## config.mk

```make
export PLATFORM = sky130hd
export DESIGN_NAME = gpio_port_with_edge_irq
export DESIGN_NICKNAME = d
export VERILOG_FILES = /design/src/rtl/core/gpio_pkg.sv /design/src/rtl/core/gpio_port_with_edge_irq.sv /design/src/rtl/core/gpio_step.sv
export SDC_FILE = /design/constraint.sdc
export NUM_CORES = 1
export LEC_CHECK = 0
export BUFFER_PORTS_ARGS = -buffer_cell sky130_fd_sc_hd__buf_2
export CAP_MARGIN = 5
export CORE_AREA = 2 2 220 222
export DETAILED_ROUTE_END_ITERATION = 10
export DIE_AREA = 0 0 222 224
export PLACE_DENSITY = 0.64
export SLEW_MARGIN = 30
export SYNTH_ARGS = -nofsm -noshare
export SYNTH_HDL_FRONTEND = slang
export SYNTH_HIERARCHICAL = 1
export SYNTH_SLANG_ARGS = --single-unit
```

## constraint.sdc

```tcl
create_clock -name clk_i -period 3.2 [get_ports clk_i]
set_input_delay 0.16 -clock clk_i [delete_from_list [all_inputs] [get_ports clk_i]]
set_output_delay 0.16 -clock clk_i [all_outputs]
set_load 0.005 [all_outputs]
```

## src/rtl/core/gpio_pkg.sv

```systemverilog
// Package with the shared types, codes and constants of the GPIO port.
`default_nettype none

package gpio_pkg;

  localparam int unsigned PinCount = 32;
  localparam int unsigned DataWidth = 32;

  // Bits of a 32-bit word that belong to implemented pins.
  localparam logic [DataWidth-1:0] PinMask =
      (PinCount >= DataWidth) ? {DataWidth{1'b1}}
                              : DataWidth'((64'd1 << PinCount) - 64'd1);

  typedef enum logic [1:0] {
    ModeNone  = 2'd0,
    ModeWrite = 2'd1,
    ModeRead  = 2'd2
  } mode_e;

  typedef enum logic [3:0] {
    SelDir    = 4'd0,
    SelLoad   = 4'd1,
    SelSet    = 4'd2,
    SelClear  = 4'd3,
    SelToggle = 4'd4,
    SelPins   = 4'd5,
    SelIrqEn  = 4'd6,
    SelRise   = 4'd7,
    SelFall   = 4'd8,
    SelStatus = 4'd9
  } reg_sel_e;

  typedef enum logic [1:0] {
    CfgDirection = 2'd0,
    CfgIrqEnable = 2'd1,
    CfgRise      = 2'd2,
    CfgFall      = 2'd3
  } cfg_idx_e;

  typedef struct packed {
    logic [1:0]           mode;
    logic [3:0]           reg_select;
    logic [DataWidth-1:0] write_data;
    logic [DataWidth-1:0] pin_levels;
  } item_t;

  typedef struct packed {
    logic [DataWidth-1:0] direction;
    logic [DataWidth-1:0] irq_enable;
    logic [DataWidth-1:0] rise_enable;
    logic [DataWidth-1:0] fall_enable;
    logic [DataWidth-1:0] out_value;
    logic [DataWidth-1:0] last_pins;
    logic [DataWidth-1:0] edge_status;
  } state_t;

  typedef struct packed {
    logic [DataWidth-1:0] read_data;
    logic [DataWidth-1:0] pin_drive;
    logic [DataWidth-1:0] pin_enable;
    logic                 irq_line;
  } result_t;

endpackage

`default_nettype wire

```

## src/rtl/core/gpio_port_with_edge_irq.sv

```systemverilog
// Top level of the 32-pin GPIO port with set/clear/toggle and edge interrupts.
`default_nettype none

// Each item carries one sample of the pins and may carry one bus access (a
// write that loads, sets, clears or toggles the output register or writes a
// direction or mask register, or a read of one register). Every item gives
// exactly one result item that shows the read data, the output register, the
// direction register and the interrupt line as they stand after that item.
// The block takes one item per clock cycle in steady state while the result
// side is not stalled. An item goes through an input register and then a
// result register; its result is on the outputs once it has moved into the
// result register, which a stall on the result side can hold back. The input
// stalls only because of the result side:
// in_stall_o rises when both the input register and the result register hold
// items and out_stall_i is high. Reading the status register clears the bits
// it returned; an edge found by the same item stays set. The first sample
// after reset is compared against all-zero pins, so high pins count as rising
// edges. The configuration port writes the direction and the three masks; it
// is meant to be used while no item is in flight. No clearing pass is needed
// after reset.
module gpio_port_with_edge_irq
  import gpio_pkg::*;
(
  input  wire                  clk_i,
  input  wire                  rst_ni,

  input  wire                  in_valid_i,
  output logic                 in_stall_o,
  input  wire  [1:0]           mode_i,
  input  wire  [3:0]           reg_select_i,
  input  wire  [DataWidth-1:0] write_data_i,
  input  wire  [DataWidth-1:0] pin_levels_i,

  output logic                 out_valid_o,
  input  wire                  out_stall_i,
  output logic [DataWidth-1:0] read_data_o,
  output logic [DataWidth-1:0] pin_drive_o,
  output logic [DataWidth-1:0] pin_enable_o,
  output logic                 irq_line_o,

  input  wire                  cfg_we_i,
  input  wire  [1:0]           cfg_index_i,
  input  wire  [DataWidth-1:0] cfg_wdata_i
);

  logic    s1_valid_q, s1_valid_d;
  item_t   s1_item_q;
  logic    out_valid_q, out_valid_d;
  result_t out_res_q;
  state_t  state_q, state_d;
  state_t  step_nxt;
  result_t step_res;
  logic    out_free;
  logic    s1_advance;
  logic    in_accept;

  // The result register can take a new result when it is empty or being read.
  assign out_free   = !out_valid_q || !out_stall_i;
  assign s1_advance = s1_valid_q && out_free;
  assign in_stall_o = s1_valid_q && !out_free;
  assign in_accept  = in_valid_i && !in_stall_o;

  gpio_step u_step (
    .cur_i  (state_q),
    .item_i (s1_item_q),
    .nxt_o  (step_nxt),
    .res_o  (step_res)
  );

  always_comb begin
    s1_valid_d = s1_advance ? 1'b0 : s1_valid_q;
    if (in_accept) begin
      s1_valid_d = 1'b1;
    end
    out_valid_d = out_valid_q && out_stall_i;
    if (s1_advance) begin
      out_valid_d = 1'b1;
    end
  end

  // Items update the state as they leave the input register. Configuration
  // writes land only while no item is leaving it; a write that meets one is lost.
  always_comb begin
    state_d = state_q;
    if (s1_advance) begin
      state_d = step_nxt;
    end else if (cfg_we_i) begin
      case (cfg_index_i)
        CfgDirection: state_d.direction   = cfg_wdata_i & PinMask;
        CfgIrqEnable: state_d.irq_enable  = cfg_wdata_i & PinMask;
        CfgRise:      state_d.rise_enable = cfg_wdata_i & PinMask;
        CfgFall:      state_d.fall_enable = cfg_wdata_i & PinMask;
        default:      state_d             = state_q;
      endcase
    end
  end

  always_ff @(posedge clk_i or negedge rst_ni) begin
    if (!rst_ni) begin
      s1_valid_q  <= 1'b0;
      out_valid_q <= 1'b0;
      state_q     <= '0;
    end else begin
      s1_valid_q  <= s1_valid_d;
      out_valid_q <= out_valid_d;
      state_q     <= state_d;
    end
  end

  always_ff @(posedge clk_i) begin
    if (in_accept) begin
      s1_item_q.mode       <= mode_i;
      s1_item_q.reg_select <= reg_select_i;
      s1_item_q.write_data <= write_data_i;
      s1_item_q.pin_levels <= pin_levels_i;
    end
    if (s1_advance) begin
      out_res_q <= step_res;
    end
  end

  assign out_valid_o  = out_valid_q;
  assign read_data_o  = out_res_q.read_data;
  assign pin_drive_o  = out_res_q.pin_drive;
  assign pin_enable_o = out_res_q.pin_enable;
  assign irq_line_o   = out_res_q.irq_line;

`ifndef SYNTHESIS
  // A full pipeline facing a stalled consumer must push back on the input.
  assert property (@(posedge clk_i) disable iff (!rst_ni)
    (s1_valid_q && out_valid_q && out_stall_i) |-> in_stall_o)
    else $error("input not stalled while both stages are blocked");

  // Results of items that are not reads carry zero read data.
  assert property (@(posedge clk_i) disable iff (!rst_ni)
    (s1_advance && s1_item_q.mode != ModeRead) |=> (out_res_q.read_data == '0))
    else $error("non-read item produced nonzero read data");

  // A fresh result shows the output and direction registers it left behind.
  assert property (@(posedge clk_i) disable iff (!rst_ni)
    s1_advance |=> (out_res_q.pin_drive == state_q.out_value &&
                    out_res_q.pin_enable == state_q.direction))
    else $error("result does not match the updated port state");

  // The interrupt line of a fresh result follows status and irq mask.
  assert property (@(posedge clk_i) disable iff (!rst_ni)
    s1_advance |=> (out_res_q.irq_line ==
                    (|(state_q.edge_status & state_q.irq_enable))))
    else $error("interrupt line inconsistent with status and mask");
`endif

endmodule

`default_nettype wire

```

## src/rtl/core/gpio_step.sv

```systemverilog
// Next-state and result logic of the GPIO port for one item.
`default_nettype none

module gpio_step
  import gpio_pkg::*;
(
  input  state_t  cur_i,
  input  item_t   item_i,
  output state_t  nxt_o,
  output result_t res_o
);

  logic [DataWidth-1:0] data;
  logic [DataWidth-1:0] pins;
  logic [DataWidth-1:0] edges;
  logic [DataWidth-1:0] rd;
  logic                 clear_status;
  state_t               nxt;

  assign data  = item_i.write_data & PinMask;
  assign pins  = item_i.pin_levels & PinMask;
  assign edges = ((pins & ~cur_i.last_pins & cur_i.rise_enable) |
                  (~pins & cur_i.last_pins & cur_i.fall_enable)) & PinMask;

  always_comb begin
    rd           = '0;
    clear_status = 1'b0;
    nxt          = cur_i;
    case (item_i.mode)
      ModeRead: begin
        case (item_i.reg_select)
          SelDir:    rd = cur_i.direction;
          SelLoad:   rd = cur_i.out_value;
          SelSet:    rd = cur_i.out_value;
          SelClear:  rd = cur_i.out_value;
          SelToggle: rd = cur_i.out_value;
          SelPins:   rd = pins;
          SelIrqEn:  rd = cur_i.irq_enable;
          SelRise:   rd = cur_i.rise_enable;
          SelFall:   rd = cur_i.fall_enable;
          SelStatus: begin
            rd           = cur_i.edge_status;
            clear_status = 1'b1;
          end
          default:   rd = '0;
        endcase
      end
      ModeWrite: begin
        case (item_i.reg_select)
          SelDir:    nxt.direction   = data;
          SelLoad:   nxt.out_value   = data;
          SelSet:    nxt.out_value   = cur_i.out_value | data;
          SelClear:  nxt.out_value   = cur_i.out_value & ~data;
          SelToggle: nxt.out_value   = cur_i.out_value ^ data;
          SelIrqEn:  nxt.irq_enable  = data;
          SelRise:   nxt.rise_enable = data;
          SelFall:   nxt.fall_enable = data;
          default:   nxt             = cur_i;
        endcase
      end
      default: nxt = cur_i;
    endcase
    // A status read clears the old bits, but an edge seen now still sticks.
    nxt.edge_status = ((clear_status ? '0 : cur_i.edge_status) | edges) & PinMask;
    nxt.last_pins   = pins;
  end

  assign nxt_o = nxt;

  assign res_o.read_data  = rd;
  assign res_o.pin_drive  = nxt.out_value;
  assign res_o.pin_enable = nxt.direction;
  assign res_o.irq_line   = |(nxt.edge_status & nxt.irq_enable);

endmodule

`default_nettype wire
```

# Word level (Yosys, flattened, before mapping)

Index checks and enable logic that the tools add are counted.

Bits in registers: 393
Input bits: 109
Output and inout bits: 99
Latch bits: 0
Memories kept: 0
RAM bits: 0
Memory bits (read-only): 0
Logic and storage cells: 89

Muxes and demuxes: 19
Equal/unequal tests: 17
Reductions and logical operators: 23
Magnitude comparators: 0
Multiply operators: 0
Add/subtract/negate cells: 0
Div/mod/pow operators: 0
Shift-type cells: 0
Bitwise operators: 13

Operators with widths:

| cell                                                                    | number |
|---|---|
| 224-bit two-way mux                                                     | 3 |
| 32-bit two-way mux                                                      | 9 |
| 32-bit case mux with 7 select lines                                     | 1 |
| 32-bit AND                                                              | 6 |
| 32-bit case mux with 4 select lines                                     | 1 |
| 32-bit NOT                                                              | 3 |
| 32-bit bitwise OR                                                       | 3 |
| 32-bit OR reduction                                                     | 1 |
| 32-bit XOR                                                              | 1 |
| 4-bit by 3-bit == test with 1-bit output, second input constant         | 4 |
| 2-bit nonzero test                                                      | 6 |
| 4-bit by 2-bit == test with 1-bit output, second input constant         | 2 |
| 4-bit == test, second input constant                                    | 2 |
| 4-bit AND reduction                                                     | 2 |
| 2-bit == test, second input constant                                    | 3 |
| 2-bit by 1-bit inequality test with 1-bit output, second input constant | 3 |
| 1-bit two-way mux                                                       | 5 |
| 2-bit by 1-bit == test with 1-bit output, second input constant         | 2 |
| 4-bit by 1-bit == test with 1-bit output, second input constant         | 1 |
| 1-bit logical AND                                                       | 4 |
| 1-bit logical NOT                                                       | 4 |
| 4-bit logical NOT                                                       | 1 |
| 2-bit AND reduction                                                     | 2 |
| 4-bit OR reduction                                                      | 1 |
| 2 further kinds                                                         | 2 |

# Longest topological paths before layout

Depth in word-level cells: 7
Mapped depth: 11
Depth with buffers taken out: 8

# Cells and area by module

Netlist, hierarchy kept.

Modules (own cells, without submodules):

| module                  | area each (µm²) | cells each | times used | seq. area each (µm²) |
|---|---|---|---|---|
| gpio_port_with_edge_irq | 14537.7         | 1285       | 1          | 10670.2 |
| gpio_step               | 6517.5          | 981        | 1          | 0.0 |

# Worst setup path before layout

Ideal clock, no wire load.

Path kind: flip-flop to flip-flop
From: register out_valid_q, in the netlist out_valid_o
To: register s1_item_q[0] in the netlist's numbering (enable)
Data arrival time: 2.182 ns
Data required time: 2.764 ns
Setup slack: 0.582 ns
Library setup time: 0.436 ns
Path buffers: 0
Clock period less this slack: 2.618 ns
Cell stages (with the launch flop): 3
Cells stage by stage: dfrtp_1 nand3_1 and2_1

Longest elaborated chain between the ends: 6

Ends and longest elaborated chain:

| what                   | RTL line                       | RTL |
|---|---|---|
| from (decl)            | gpio_port_with_edge_irq.sv:48  | `logic out_valid_q, out_valid_d;` |
| from (signal assigned) | gpio_port_with_edge_irq.sv:105 | `out_valid_q <= out_valid_d;` |
| 1-bit logical NOT      | gpio_port_with_edge_irq.sv:58  | `assign out_free = !out_valid_q \|\| !out_stall_i;` |
| 1-bit logical OR       | gpio_port_with_edge_irq.sv:58  |  |
| 1-bit logical NOT      | gpio_port_with_edge_irq.sv:60  | `assign in_stall_o = s1_valid_q && !out_free;` |
| 1-bit logical AND      | gpio_port_with_edge_irq.sv:60  |  |
| 1-bit logical NOT      | gpio_port_with_edge_irq.sv:61  | `assign in_accept = in_valid_i && !in_stall_o;` |
| 1-bit logical AND      | gpio_port_with_edge_irq.sv:61  |  |
| net in_accept          | gpio_port_with_edge_irq.sv:55  | `logic in_accept;` |
| to (decl)              | gpio_port_with_edge_irq.sv:47  | `item_t s1_item_q;` |

The timed path passes the listed nets, and every way through them passes these cells.
A chain may end at the register's enable or synchronous reset.

==> flow_summary.json <==
{
  "clock_latency_ns": 0.60,
  "p_leak_uw": 0.01103,
  "rsz0062_at_grt": "false",
  "cts_tree": "yes",
  "critPathKind": "reg2reg",
  "syn2layout_area_growth_pct": 16.50,
  "drive_gt1_share_pct": 16.90,
  "fin_skew_ns": 0.01525,
  "fill_cells": 4292,
  "dr.pass1.iters": 5,
  "port-buffer-count": 207,
  "track_usage_pct": 25.93,
  "ys.flop_type": "dfrtp_1",
  "grt_pass1_vias": 17310,
  "cp-start-kind": "flop",
  "syn_inst": 2266,
  "grtUsageMet1_pct": 33.50,
  "critPathMaxFanout": 30,
  "yosysWarnings": 6,
  "cp_data_arrival_time_ns": 3.40,
  "grt_util_met2_pct": 43.62,
  "vias_per_cell": 5.761,
  "busiest_layer": "met2",
  "period_share_pct": 96.46,
  "clk_path_buf_depth": 3,
  "grt_pass1_wl_um": 100400,
  "numCtsBuffers": 45,
  "wirelength_um": 65840,
  "rows": 80,
  "h-tree-depth": 2,
  "r2r_end": "irq_line_o",
  "fin_cells": 3088,
  "cts.clk_slew.worst_paths_ns": 0.06,
  "die_width_um": 222,
  "post-place-ws_ns": 0.2317,
  "hpwl_um": 43300,
  "ir_worst_vdd_uv": 385.2,
  "core_mm2": 0.04735,
  "syn_nets": 2439,
  "reg2reg_from": "s1_item_q[66]",
  "status": "completed",
  "hold_violations": 0,
  "yosys.area.top_type": "dfrtp_1",
  "antenna_found_initial": 2,
  "critPathMaxStageDelay_ns": 0.61,
  "hold_path.class": "in2async",
  "cp-endpoint": "irq_line_o",
  "cts_sinks": 393,
  "dieArea_mm2": 0.04973,
  "globalplace.congestion": 0.8889,
  "drc": 0,
  "antenna_left": 0,
  "final_util_pct": 51.81,
  "startpoint": "s1_item_q[66]",
  "tns_ns": 0,
  "synth_area_mm2": 0.02106,
  "r2r_setup_slack_ns": 0.11,
  "io_pins": 208,
  "synth_cell_type_count": 45,
  "start_util_pct": 44.47,
  "crit_chain": "and4bb_1 > nand2_4 > mux2_2 > a22o_1 > nor4_1 > nand4_1",
  "power_density_mw_per_mm2": 655.1,
  "synth_edf_count": 167,
  "total_power_uw": 16070,
  "root_buffer": "clkbuf_16",
  "post_cts_resized": 0,
  "fin_nets": 2610,
  "wire_per_inst_um": 21.32,
  "tightest_slew_ns": 0.9782,
  "drv_cap": 0,
  "grt_max_degree": 155,
  "slowest_stage": "edfxtp_1",
  "overflow": 0,
  "die_y_um": 224,
  "fmax_mhz": 324.0,
  "min_period_ns": 3.087,
  "n_antenna_cell": 0,
  "synth_top_area_share_pct": 26.86,
  "r2r_cells": 6,
  "endpoint_kind": "flop",
  "async_reset_ff_share_pct": 57.51,
  "dp.cells": 2899,
  "vias": 17790,
  "use_met3_pct": 3.974,
  "setup_slack_ns": 0.1133,
  "synth_seq_area_share_pct": 50.68,
  "ys_ff_latch": 393,
  "finalSetupViolations": 0,
  "syn_avg_cell_area_um2": 9.292,
  "worstPathRequired_ns": 3.51,
  "drtIter0Drc": 1860,
  "drv_slew": 0,
  "synth.area.top_cells": "dfrtp_1 (27%), edfxtp_1 (24%), nand2_1 (10%)",
  "relSlewSlack_pct": 34.79
}
## placed cells by master (no fill, tap or decap), drive strengths merged, types with 33 or more instances in the layout
master / netlist / final
mux2: 64 / 64
clkbuf: 72 / 56
inv: 66 / 69
edfxtp: 167 / 167
o21ai: 129 / 129
nand3b: 36 / 36
a21o: 33 / 33
ha: 64 / 64
a221oi: 64 / 64
dlygate4sd3: 0 / 106
nor2: 164 / 164
dfrtp: 226 / 226
buf: 172 / 262
nand2: 580 / 580
a22o: 48 / 48
a21oi: 288 / 288
## state kept, by name, indices dropped and copies added, names as in the netlist
name	flops
pin_drive_o	32
out_valid_o	1
state_q	224
s1_valid_q	1
irq_line_o	1
pin_enable_o	32
s1_item_q	70
read_data_o	32
## cells by family after synthesis
group                    synth area share [%]
AND/OR/NAND/NOR                         15.62
AO/OA/AOI/OAI                           17.89
flip-flops                              50.68
buffers and inverters                   8.207
multiplexers                            3.762
adder cells (fa/ha/maj)                 3.803
XOR/XNOR                              0.04160
## routing by layer
layer / share of wire [%] / vias to the layer above
met5: 0.044 / -
met4: 3.8 / 4
met3: 6.8 / 161
met2: 48 / 783
met1: 41 / 8730
li1: - / 8112
## critical path: cells and delay by family (launching register included)
family          cells  cell delay [ns]
compound gates      1             0.25
flops               1             0.61
mux                 1             0.42
simple gates        4             1.50
## cell type report
type / count / area [um^2] / share of cell area, %
inverter: 66 / 260.3 / 1.061
sequential: 393 / 10670 / 43.50
multi-input combinational: 1563 / 8735 / 35.61
tap: 615 / 769.5 / 3.137
timing repair buffer: 368 / 2620 / 10.68
clock inverter: 27 / 237.7 / 0.9691
clock buffer: 56 / 1237 / 5.045
## Yosys cell counts (2+ instances only)
cell type  number
mux2_2         42
buf_1           2
and3b_1         2
nor3_1          3
a22o_1         48
a31oi_1        32
nor4_1          4
a221oi_1       64
o21ai_1        13
mux2_4         19
buf_6          11
buf_2          50
ha_1           64
and2_1          3
a21o_1         33
a22oi_1        32
mux2_1          3
buf_4         108
dfrtp_1       226
o21ai_0       116
nand3_1         2
nand2b_1        3
edfxtp_1      167
clkbuf_1       72
nor2_1        164
a21oi_1       288
nand2_1       579
inv_1          65
nand3b_1       35
## what timing repair did
| item | 4_1_cts | 5_1_grt |
|---|---|---|
| hold buffers | 106 | 0 |
| endpoints found under the setup margin | 0 | 0 |
| hold endpoints to repair | 282 | 0 |
| setup buffers | 0 | 0 |
## worst min-delay path by stage
stage	start	endpoint	slack, ns
after floorplan	rst_ni	out_valid_o	-0.14
after global placement	rst_ni	state_q[93]	0.23
after detailed placement	rst_ni	state_q[221]	0.23
after CTS	rst_ni	state_q[221]	0.20
after global routing	rst_ni	state_q[221]	0.25
final	rst_ni	state_q[221]	0.16
## metrics by stage
step	hold slack (ns)	instance area [um^2]
after floorplan	-0.1356	21060
after CTS	0.1988	24530
after global placement	0.2298	21970
after global routing	0.2510	24530
after detailed placement	0.2309	21990
final	0.1641	24530
## power breakdown
| group | total (uW) | internal [uW] | switching (uW) |
|---|---|---|---|
| logic | 3530 | 1550 | 1990 |
| registers | 7330 | 6390 | 933 |
| clock network | 5210 | 3000 | 2210 |
Power figures use the tool's default switching activity.
